==> src/sv/nwc_pkg.sv <==
// ----------------------------------------------------------------------------
// nwc_pkg
// Shared constants, types and helpers of the normalized window convolution.
// ----------------------------------------------------------------------------
package nwc_pkg;

  localparam int unsigned MAX_KERNEL = 5;
  localparam int unsigned MAX_WIDTH  = 1024;
  localparam int unsigned COEF_BITS  = 12;

  localparam int unsigned COEF_ROWS  = 5;
  localparam int unsigned COEF_REG_W = 60;
  localparam int unsigned CFG_W      = 60;
  localparam int unsigned CFG_IDX_W  = 3;
  localparam int unsigned KSIZE_W    = 3;
  localparam int unsigned IWIDTH_W   = 11;

  localparam int unsigned PIX_W      = 8;
  localparam int unsigned VAL_W      = 25;
  localparam int unsigned ROW_W      = 12;
  localparam int unsigned COL_W      = 10;

  localparam int unsigned K_W        = $clog2(MAX_KERNEL + 1);
  localparam int unsigned SLOT_W     = $clog2(MAX_KERNEL);
  localparam int unsigned TAPS       = MAX_KERNEL * MAX_KERNEL;
  localparam int unsigned MEM_DEPTH  = MAX_KERNEL * MAX_WIDTH;
  localparam int unsigned ADDR_W     = $clog2(MEM_DEPTH);
  localparam int unsigned PROD_W     = COEF_BITS + PIX_W + 1;
  localparam int unsigned ACC_W      = PROD_W + $clog2(TAPS);
  localparam int unsigned WSUM_W     = COEF_BITS + $clog2(TAPS) + 1;
  localparam int unsigned NUM_W      = ACC_W + 1;
  localparam int unsigned DEN_W      = WSUM_W + 1;
  localparam int unsigned CNT_W      = $clog2(NUM_W + 1);
  localparam logic [ROW_W-1:0] ROW_SAT = '1;

  localparam logic [CFG_IDX_W-1:0] CFG_KERNEL_SIZE   = 3'd0;
  localparam logic [CFG_IDX_W-1:0] CFG_IMAGE_WIDTH   = 3'd1;
  localparam logic [CFG_IDX_W-1:0] CFG_SIGNED_OUTPUT = 3'd2;
  localparam logic [CFG_IDX_W-1:0] CFG_COEF_ROW_0    = 3'd3;

  typedef logic [COEF_ROWS-1:0][COEF_REG_W-1:0] coef_rows_t;

  typedef struct packed {
    logic [K_W-1:0]      k;
    logic [IWIDTH_W-1:0] w;
    logic                signed_out;
    coef_rows_t          coef;
  } cfg_t;

  typedef struct packed {
    logic accept;
    logic rd;
    logic mac;
    logic div_init;
    logic div_step;
    logic load_out;
  } cmd_t;

  typedef struct packed {
    logic win;
    logic last_tap;
    logic div_done;
    logic out_free;
  } status_t;

  typedef enum logic [2:0] {
    ST_IDLE, ST_READ, ST_MAC, ST_DIV_INIT, ST_DIV, ST_FINISH
  } state_e;

  function automatic logic signed [COEF_BITS-1:0] coef_at(
    input coef_rows_t rows, input logic [K_W-1:0] i, input logic [K_W-1:0] j);
    logic signed [COEF_BITS-1:0] c;
    c = '0;
    if (32'(i) < COEF_ROWS && (32'(j) + 1) * COEF_BITS <= COEF_REG_W)
      c = rows[i[SLOT_W-1:0]][32'(j) * COEF_BITS +: COEF_BITS];
    return c;
  endfunction

endpackage

==> src/sv/nwc_ctrl.sv <==
// ----------------------------------------------------------------------------
// nwc_ctrl
// Sequencer: accept, tap loop, division and result hand-off.
// ----------------------------------------------------------------------------
module nwc_ctrl
  import nwc_pkg::*;
(
  input  logic    clk_i,
  input  logic    rst_ni,
  input  logic    in_valid_i,
  output logic    in_ready_o,
  input  status_t status_i,
  output cmd_t    cmd_o
);

  state_e state_q, state_d;

  always_ff @(posedge clk_i or negedge rst_ni) begin
    if (!rst_ni) state_q <= ST_IDLE;
    else         state_q <= state_d;
  end

  always_comb begin
    state_d    = state_q;
    cmd_o      = '0;
    in_ready_o = 1'b0;
    unique case (state_q)
      ST_IDLE: begin
        in_ready_o = 1'b1;
        if (in_valid_i) begin
          cmd_o.accept = 1'b1;
          if (status_i.win) state_d = ST_READ;
        end
      end
      ST_READ: begin
        cmd_o.rd = 1'b1;
        state_d  = ST_MAC;
      end
      ST_MAC: begin
        cmd_o.mac = 1'b1;
        state_d   = status_i.last_tap ? ST_DIV_INIT : ST_READ;
      end
      ST_DIV_INIT: begin
        cmd_o.div_init = 1'b1;
        state_d        = ST_DIV;
      end
      ST_DIV: begin
        if (status_i.div_done) state_d = ST_FINISH;
        else                   cmd_o.div_step = 1'b1;
      end
      ST_FINISH: begin
        if (status_i.out_free) begin
          cmd_o.load_out = 1'b1;
          state_d        = ST_IDLE;
        end
      end
      default: state_d = ST_IDLE;
    endcase
  end

endmodule

==> config.mk <==
export PLATFORM = sky130hd
export DESIGN_NAME = nwc_ctrl
export DESIGN_NICKNAME = d
export VERILOG_FILES = /design/src/sv/nwc_pkg.sv /design/src/sv/nwc_ctrl.sv
export SDC_FILE = /design/constraint.sdc
export NUM_CORES = 1
export LEC_CHECK = 0
export BUFFER_PORTS_ARGS = -buffer_cell sky130_fd_sc_hd__buf_2
export CORE_AREA = 2 2 39 41
export CTS_BUF_LIST = sky130_fd_sc_hd__clkbuf_8
export CTS_CLUSTER_SIZE = 16
export DETAILED_ROUTE_END_ITERATION = 10
export DIE_AREA = 0 0 41 43
export GPL_ROUTABILITY_DRIVEN = 0
export GPL_TIMING_DRIVEN = 0
export PLACE_DENSITY = 0.4
export SYNTH_ARGS = -nofsm -noshare
export SYNTH_HDL_FRONTEND = slang
export SYNTH_SLANG_ARGS = --single-unit
==> constraint.sdc <==
create_clock -name clk_i -period 2.85 [get_ports clk_i]
set_input_delay 0 -clock clk_i [delete_from_list [all_inputs] [get_ports clk_i]]
set_output_delay 0 -clock clk_i [all_outputs]
set_load 0.05 [all_outputs]
; ---- Word-level counts from Yosys, hierarchy flattened
; Cells that the tools add are included.
; W data, S select, Z words.
[totals]
ff_bits = 3
[classes]
n_eq_ne = 9
reduce_logical = 2
n_mux = 16
[op_table]
columns = op, count
row1 = $pmux W3 S6, 1
row2 = $mux W3, 4
row3 = $mux W1, 10
row4 = $ne A2 B2 Y1 const B, 4
row5 = $eq A3 B2 Y1 const B, 2
row6 = $eq A3 B3 Y1 const B, 2
row7 = $reduce_and A4 Y1, 1
row8 = $eq A3 B1 Y1 const B, 1
row9 = $logic_not A3 Y1, 1
row10 = $mux W2, 1

; ---- Logic depth before layout (Yosys ltp)
; Gate-level depths: netlist of run 1.
[depth]
word_depth = 3
mapped_depth = 2

; ---- Worst setup path after synthesis of run 1
; Ideal clock, no wire load.
[synth_path]
path_type = flip-flop to output port
start = reg state_q[0]
end = out cmd_o[5] (netlist name)
arrival_time_ns = 2.130
slack_ns = 0.720
path_stages_with_launch = 3
required_time_ns = 2.850
cell_sequence = dfrtp_1 > nor3_1 > and2_1
[synth_rtl]
columns = item, line_no
row1 = from (decl), nwc_ctrl.sv:16  ; state_e state_q, state_d;
row2 = from (signal assigned), nwc_ctrl.sv:20  ; else state_q <= state_d;
row3 = to (decl), nwc_ctrl.sv:13  ; output cmd_t cmd_o

==> run summary, run 1 <==
====================================================================================================
Register bank with the most flops                                                            state_q
Total setup violations reported at the end of the flow                                             0
Synth Net Count                                                                                   25
Core region area                                                                            1380 um2
RSZ-0062 raised after global routing                                                              no
Clock-pin slew reported for the worst setup and hold paths after clock tree synthesis        0.03 ns
Regs by FF count                                                                        state_q: 3 flops
Outcome                                                                                 finished clean
Top-level port count                                                                              14
Netlist cell types                                                                                13
Crit Path Class                                                                           reg -> out
Clk Latency, worst-skew pair                                                                 0.22 ns
Flip-flop count of the largest register, all copies and words added                                3
Multi-input gate area in the final layout                                                    118 um2
Minimum clock period after layout                                                            1.37 ns
TritonCTS clock tree                                                                           built
First-pass GRT wire length                                                                    828 um
Largest net degree at the start of global routing                                                  9
Cell taking the most area after synthesis                                               sky130_fd_sc_hd__dfrtp_1
Design Power                                                                                  470 uW
Register area                                                                               75.1 um2
Detailed Route Iter0 Violations                                                                    2
Normalized max-slew margin                                                                     82.3%
WL/cell                                                                                      9.62 um
Fraction of post-synthesis cell area in the top cell type by area                              39.0%
Summed area of non-filler cells in the final layout                                          343 um2
Total negative setup slack                                                                      0 ns
Number of enable flip-flop cells after synthesis                                                   0
Pre-antenna DRT Iters                                                                              2
Worst-path cell with the longest stage delay                                            sky130_fd_sc_hd__dfrtp_1
Cell count after synthesis                                                                        18
Number of buffers created by CTS                                                                   3
Initial cell density of the core                                                               13.9%
Number of cells after detailed placement                                                          47
CTS Root Buffer Type                                                                    sky130_fd_sc_hd__clkbuf_8
Setup Skew                                                                                0.00192 ns
Antenna fix cells                                                                                  0
DIE WIDTH                                                                                      41 um
Slowest Stage Delay on Critical Path                                                         0.44 ns
Place WS                                                                                     1.72 ns
Ranking of synthesized cells by instance count                                          sky130_fd_sc_hd__dfrtp_1 (3), sky130_fd_sc_hd__and2_1 (2), sky130_fd_sc_hd__nor3_1 (2), sky130_fd_sc_hd__nor3b_2 (2)
Number of nets at the end of the flow                                                             45
Most repeated cell in the gate-level netlist after synthesis                            sky130_fd_sc_hd__dfrtp_1
Sum of routed wire length over all layers                                                     510 um
Total cell area at the placement stage                                                       278 um2
Most frequently used flop master after synthesis                                        sky130_fd_sc_hd__dfrtp_1
Count of cells resized by post-cts repair                                                          0
Total congestion overflow after global routing                                                     0
Synthesis Warnings                                                                                 0
Actual slew at the worst max-slew pin                                                       0.263 ns
Antenna viol nets, final                                                                           0
Cell types with the largest area share after synthesis                                  sky130_fd_sc_hd__dfrtp_1 (39%), sky130_fd_sc_hd__nor3b_2 (13%), sky130_fd_sc_hd__o32ai_2 (8.4%)
Cell area after technology mapping                                                           193 um2
# fillers                                                                                        148
Combined global-route utilization of all metal layers                                          7.65%
Share of synthesized flip-flops with an asynchronous set or reset                               100%
Worst path required time                                                                     2.85 ns
Ratio of cells with drive above 1 in the final layout                                          56.8%
Synth Area per Inst                                                                         10.7 um2
Capturing element type of the critical path                                               output pin
Via density                                                                                     3.94
Number of clock sinks                                                                              3
Power Dens Cells                                                                         1370 nW/um2
Maximum buffer depth of the clock tree                                                             2
Total via count in the routed design                                                             209
Vert. Die Dim                                                                                  43 um
Number of antenna violations at the first check in global routing                                  0
Static leakage                                                                              0.183 nW
Cells traversed along the worst timing path                                             nor3_1, and2_1, buf_2
Synthesis-stage register bit count                                                                 3
Type of element launching the critical path                                                flip-flop
Sequential fraction of the synthesis area                                                      39.0%
Portion of the clock cycle consumed by the worst path in the final layout                      48.2%
Synthesis-to-finish area growth                                                                77.9%
Buf+Inv Stages, Crit Path                                                                          1
Data arrival at the endpoint of the critical path                                            1.37 ns
Post-route DRC                                                                                     0
Max-capacitance violation count                                                                    0
Worst IR drop on VDD                                                                        0.662 mV
Crit path max fanout                                                                               8
Non-filler cells in the finished layout                                                           53
Least setup slack across all paths after layout                                              1.48 ns
Area enclosed by the die boundary                                                           1760 um2
Hold crit path type                                                                      in -> async
Timing-limited maximum frequency                                                           0.729 GHz
Number of max-slew violations in the final report                                                  0
Final hold vios                                                                                    0
Depth of the CTS H-tree                                                                            1
Via count of the first global-routing pass                                                       207
Port Buffer Count                                                                                 13
Kind of cell with the highest combined delay on the critical path                       simple AND/OR/NAND/NOR gates
Total number of placement rows                                                                    14
====================================================================================================
==> area by class of cell <==
| class | instances | area share [%] |
|---|---|---|
| multi-input combinational | 15 | 34.3 |
| timing repair buffer | 15 | 24.8 |
| sequential | 3 | 21.9 |
| clock buffer | 3 | 12.0 |
| tap | 16 | 5.84 |
| clock inverter | 1 | 1.09 |
==> worst register-to-register path: cells and delay by family, from the launching register on <==
kind / cells / cell delay [ns]
DFF: 1 / 0.41
AOI/OAI and AO/OA: 1 / 0.27
and+or+nand+nor: 1 / 0.23
==> placed cells by master, fill, tap and decap left out, drive strengths merged <==
cell type    instances
buf                 13
dfrtp                3
clkbuf               3
nor2b                1
inv                  1
nor2                 1
a21oi                1
o32ai                1
dlygate4sd3          2
and3b                1
nor3b                2
nor3                 2
o21bai               1
or2                  1
nand2b               1
a21o                 1
and2                 2
==> where the power goes <==
group	internal (mW)	switching [mW]	leakage, nW
clock network	0.0917	0.0281	0.0269
registers	0.0613	0.0302	0.0388
logic	0.0803	0.178	0.117
==> kinds of logic after synthesis <==
logic type,count (synthesis),share of synthesized area [%]
AND/OR/NAND/NOR,11,42.2
AO/OA/AOI/OAI,4,18.8
flip-flops,3,39.0
==> repair_timing <==
| item | in CTS | in global routing |
|---|---|---|
| hold buffers | 2 | 0 |
| endpoints found under the setup margin | 0 | 0 |
| endpoints found under the hold margin | 4 | 0 |
| buffers inserted | 0 | 0 |
==> final timing paths <==
path                              from    endpoint  slack (ns)  depth (start not counted)
max                         state_q[0]    cmd_o[5]        1.48                          3
max in group asynchronous       rst_ni  state_q[1]        2.64                          2
min in group clk_i         status_i[3]  state_q[0]        0.11                          3
min reg2reg                 state_q[1]  state_q[0]        0.66                          2
min                             rst_ni  state_q[0]        0.11                          2
max reg2reg                 state_q[1]  state_q[0]        1.84                          2
==> per-stage QoR <==
step,hold slack (ns),util (%)
6_report,0.107,24.8
5_1_grt,0.117,24.8
4_1_cts,0.0958,24.8
3_5_place_dp,-0.202,20.1
3_3_place_gp,-0.205,20.1
2_1_floorplan,-0.296,-
==> routing by layer <==
| metal | wire length, um | global-route usage, % | part of all wire [%] | vias up |
|---|---|---|---|---|
| li1 | - | - | - | 102 |
| met1 | 245 | 8.77 | 48 | 89 |
| met3 | 71 | 4.71 | 14 | 2 |
| met2 | 185 | 8.75 | 36 | 16 |
| met5 | 0 | 0 | 0 | - |
| met4 | 8 | 8.00 | 1.6 | 0 |
(Power assumes the default switching activity.)
==> inputs of run 2 (changes only) <==
--- a/config.mk
+++ b/config.mk
@@ -5,6 +5,7 @@
 export SDC_FILE = /design/constraint.sdc
 export NUM_CORES = 1
 export LEC_CHECK = 0
+export ABC_AREA = 1
 export BUFFER_PORTS_ARGS = -buffer_cell sky130_fd_sc_hd__buf_2
 export CORE_AREA = 2 2 39 41
 export CTS_BUF_LIST = sky130_fd_sc_hd__clkbuf_8
@@ -13,7 +14,7 @@
 export DIE_AREA = 0 0 41 43
 export GPL_ROUTABILITY_DRIVEN = 0
 export GPL_TIMING_DRIVEN = 0
-export PLACE_DENSITY = 0.4
+export PLACE_DENSITY = 0.43
 export SYNTH_ARGS = -nofsm -noshare
 export SYNTH_HDL_FRONTEND = slang
 export SYNTH_SLANG_ARGS = --single-unit
==> constraint.sdc (replaced) <==
create_clock -name clk_i -period 1.4 [get_ports clk_i]
set_input_delay 0 -clock clk_i [delete_from_list [all_inputs] [get_ports clk_i]]
set_output_delay 0 -clock clk_i [all_outputs]
set_load 0.05 [all_outputs]
==> run summary, run 2 <==
====================================================================================================
Outcome                                                                                 complete, but fails checks   was finished clean
Violations in the final reports                                                         negative hold slack
Most frequent cells in the layout                                                       sky130_fd_sc_hd__buf_2 (12), sky130_fd_sc_hd__inv_1 (9), sky130_fd_sc_hd__nand2_1 (6)   was sky130_fd_sc_hd__buf_2 (13), sky130_fd_sc_hd__clkbuf_8 (3), sky130_fd_sc_hd__dfrtp_1 (3)
Flip-flop count of the largest register, all copies and words added                                3   unchanged
Via count of the first global-routing pass                                                       234   was 207
Clk Latency, worst-skew pair                                                                 0.21 ns   was 0.22 ns
RSZ-0062 raised after global routing                                                              no   unchanged
First-pass GRT wire length                                                                    800 um   was 828 um
Worst setup endpoint                                                                        cmd_o[1]   was cmd_o[5]
Minimum clock period after layout                                                            1.26 ns
CTS Root Buffer Type                                                                    sky130_fd_sc_hd__clkbuf_8   unchanged
Share of synthesized flip-flops with an asynchronous set or reset                               100%   unchanged
Type of element launching the critical path                                                flip-flop   unchanged
Cell taking the most area after synthesis                                               sky130_fd_sc_hd__dfrtp_1   unchanged
Most repeated cell in the gate-level netlist after synthesis                            sky130_fd_sc_hd__inv_1   was sky130_fd_sc_hd__dfrtp_1
Crit Path Class                                                                           reg -> out   unchanged
Port Buffer Count                                                                                 13   unchanged
Register area                                                                               75.1 um2   unchanged
Total congestion overflow after global routing                                                     0   unchanged
Final hold slack                                                                        -0.000130 ns   was 0.107 ns
TritonCTS clock tree                                                                           built   unchanged
Data arrival at the endpoint of the critical path                                            1.26 ns   was 1.37 ns
Synth Area per Inst                                                                         6.58 um2   was 10.7 um2
Net Switching                                                                                 523 uW   was 236 uW
Most common cell after layout, fill and taps aside                                      sky130_fd_sc_hd__buf_2   unchanged
Netlist cell types                                                                                13   unchanged
Synthesis-stage register bit count                                                                 3   unchanged
Normalized max-slew margin                                                                     82.7%   was 82.3%
Internal power summed over all cells                                                          462 uW   was 233 uW
Launch point of the worst path                                                            state_q[0]   unchanged
Largest net degree at the start of global routing                                                  8   was 9
Maximum buffer depth of the clock tree                                                             2   unchanged
Detailed Route Iter0 Violations                                                                    6   was 2
Fraction of post-synthesis cell area in the top cell type by area                              32.6%   was 39.0%
Capturing element type of the critical path                                               output pin   unchanged
Portion of total power attributed to the clock network                                         23.8%   was 25.5%
Least setup slack across all paths after layout                                             0.138 ns   was 1.48 ns
Sum of routed wire length over all layers                                                     484 um   was 510 um
Worst path required time                                                                     1.40 ns   was 2.85 ns
Final hold vios                                                                                    1   was 0
Part of the power in combinational logic                                                       56.1%   was 55.0%
# fillers                                                                                        167   was 148
Depth of the CTS H-tree                                                                            1   unchanged
Register bank with the most flops                                                            state_q   unchanged
Post-route DRC                                                                                     0   unchanged
Max-capacitance violation count                                                                    0   unchanged
Ranking of synthesized cells by instance count                                          sky130_fd_sc_hd__inv_1 (8), sky130_fd_sc_hd__nand2_1 (6), sky130_fd_sc_hd__nand3_1 (4)   was sky130_fd_sc_hd__dfrtp_1 (3), sky130_fd_sc_hd__and2_1 (2), sky130_fd_sc_hd__nor3_1 (2), sky130_fd_sc_hd__nor3b_2 (2)
Total negative setup slack                                                                      0 ns   unchanged
Number of clock sinks                                                                              3   unchanged
Total via count in the routed design                                                             276   was 209
DIE WIDTH                                                                                      41 um   unchanged
Synthesis Warnings                                                                                 0   unchanged
Final core utilization                                                                         27.3%   was 24.8%
FF-to-FF End                                                                              state_q[2]   was state_q[0]
Number of max-slew violations in the final report                                                  0   unchanged
Combined global-route utilization of all metal layers                                          6.75%   was 7.65%
Number of enable flip-flop cells after synthesis                                                   0   unchanged
Power Dens Cells                                                                         2610 nW/um2   was 1370 nW/um2
Multi-input gate area in the final layout                                                    116 um2   was 118 um2
Cell count after synthesis                                                                        35   was 18
Most frequently used flop master after synthesis                                        sky130_fd_sc_hd__dfrtp_1   unchanged
Core region area                                                                            1380 um2   unchanged
Static leakage                                                                              0.249 nW   was 0.183 nW
Number of antenna violations at the first check in global routing                                  0   unchanged
Synthesis-to-finish area growth                                                                64.1%   was 77.9%
Design Power                                                                                  985 uW   was 470 uW
Worst IR drop on VDD                                                                        0.622 mV   was 0.662 mV
Reg power frac                                                                                 20.0%   was 19.5%
Cell types with the largest area share after synthesis                                  sky130_fd_sc_hd__dfrtp_1 (33%), sky130_fd_sc_hd__inv_1 (13%), sky130_fd_sc_hd__nand2_1 (9.8%)   was sky130_fd_sc_hd__dfrtp_1 (39%), sky130_fd_sc_hd__nor3b_2 (13%), sky130_fd_sc_hd__o32ai_2 (8.4%)
Initial cell density of the core                                                               16.6%   was 13.9%
Actual slew at the worst max-slew pin                                                       0.260 ns   was 0.263 ns
Reg2reg start                                                                             state_q[0]   was state_q[1]
Crit path max fanout                                                                               6   was 8
Switching fraction of total power                                                              53.1%   was 50.3%
Sequential fraction of the synthesis area                                                      32.6%   was 39.0%
Non-filler cells in the finished layout                                                           69   was 53
Hold crit path type                                                                        in -> reg   was in -> async
Cell area after technology mapping                                                           230 um2   was 193 um2
Worst reg2reg path depth                                                                           4   was 2
Area enclosed by the die boundary                                                           1760 um2   unchanged
Summed area of non-filler cells in the final layout                                          378 um2   was 343 um2
Number of buffers created by CTS                                                                   3   unchanged
Total setup violations reported at the end of the flow                                             0   unchanged
Pre-antenna DRT Iters                                                                              4   was 2
Vert. Die Dim                                                                                  43 um   unchanged
Total number of placement rows                                                                    14   unchanged
Timing-limited maximum frequency                                                           0.792 GHz
Dpl hpwl                                                                                      411 um
Regs by FF count                                                                        state_q: 3 flops   unchanged
Setup Skew                                                                                0.00144 ns   was 0.00192 ns
Top-level port count                                                                              14   unchanged
Number of nets at the end of the flow                                                             61   was 45
Clock-pin slew reported for the worst setup and hold paths after clock tree synthesis        0.03 ns   about the same
Worst-case register-to-register setup slack                                                  0.38 ns   was 1.84 ns
Number of cells after detailed placement                                                          64   was 47
Antenna viol nets, final                                                                           0   unchanged
Synth Net Count                                                                                   42   was 25
Total cell area at the placement stage                                                       315 um2   was 278 um2
WL/cell                                                                                      7.01 um   was 9.62 um
Place WS                                                                                    0.318 ns   was 1.72 ns
Via density                                                                                     4.00   was 3.94
Portion of the clock cycle consumed by the worst path in the final layout                      90.2%
Antenna fix cells                                                                                  0   unchanged
Ratio of cells with drive above 1 in the final layout                                          41.5%   was 56.8%
====================================================================================================
-- run 2: cell count changes in the layout (fill, tap and decap cells not counted), moves of 2 or more --
cell | before | now
sky130_fd_sc_hd__inv_1 | 1 | 9
sky130_fd_sc_hd__nand2_1 | 0 | 6
sky130_fd_sc_hd__nand3_1 | 0 | 4
sky130_fd_sc_hd__nand4_1 | 0 | 3
sky130_fd_sc_hd__and2_1 | 2 | 0
sky130_fd_sc_hd__inv_2 | 0 | 2
sky130_fd_sc_hd__nor2_1 | 1 | 3
sky130_fd_sc_hd__nor3_1 | 2 | 0
sky130_fd_sc_hd__nor3b_2 | 2 | 0
-- run 2: critical path: stages, from the launching register on --
cell,delay [ns]
sky130_fd_sc_hd__dfrtp_1,0.44
sky130_fd_sc_hd__nor2_4,0.17
sky130_fd_sc_hd__nand3_2,0.12
sky130_fd_sc_hd__inv_4,0.07
sky130_fd_sc_hd__buf_2,0.25
-- run 2: cell type report --
| type | instances | area share (%) |
|---|---|---|
| multi-input combinational | 21 | 30.8 |
| timing repair buffer | 14 | 20.5 |
| sequential | 3 | 19.9 |
| inverter | 11 | 11.6 |
| clock buffer | 3 | 10.9 |
| tap | 16 | 5.30 |
| clock inverter | 1 | 0.993 |
-- run 2: power groups by stage --
| stage | combinational [mW] | sequential (mW) | clock, mW |
|---|---|---|---|
| 3_5_place_dp | 0.542 | 0.190 | 0 |
| 2_1_floorplan | 0.444 | 0.178 | 0 |
| 3_3_place_gp | 0.544 | 0.190 | 0 |
| 4_1_cts | 0.546 | 0.188 | 0.240 |
| 5_1_grt | 0.605 | 0.205 | 0.254 |
| 6_report | 0.553 | 0.197 | 0.235 |
-- run 2: kinds of logic (layout without fill, tap and decap cells) --
kind of cell	after synthesis	count (layout)	share of synthesized area, %
buffers and inverters	11	29	19.0
and+or+nand+nor	19	19	42.9
AOI/OAI and AO/OA	2	2	5.43
DFF	3	3	32.6
-- run 2: timing repair --
item	4_1_cts	5_1_grt
buffers inserted	0	0
resized for setup	0	2
hold endpoints to repair	3	0
hold buffers	1	0
endpoints found under the setup margin	0	1
-- run 2: per-layer routing --
metal / vias to the layer above / GRT usage (%) / wire length (um)
met5: - / 0 / 0
met4: 0 / 4.00 / 0
met3: 0 / 3.14 / 32
met2: 8 / 10.9 / 270
met1: 123 / 6.49 / 181
li1: 145 / - / -
-- run 2: worst min path at each step --
stage,start,endpoint,slack [ns],cells after the start
floorplan,rst_ni,state_q[0],-0.30,0
global placement,rst_ni,state_q[1],-0.20,1
detailed placement,rst_ni,state_q[1],-0.20,1
CTS,status_i[2],state_q[1],0.003,2
global route,status_i[2],state_q[1],0.01,2
finish,status_i[2],state_q[1],-0.0001,2
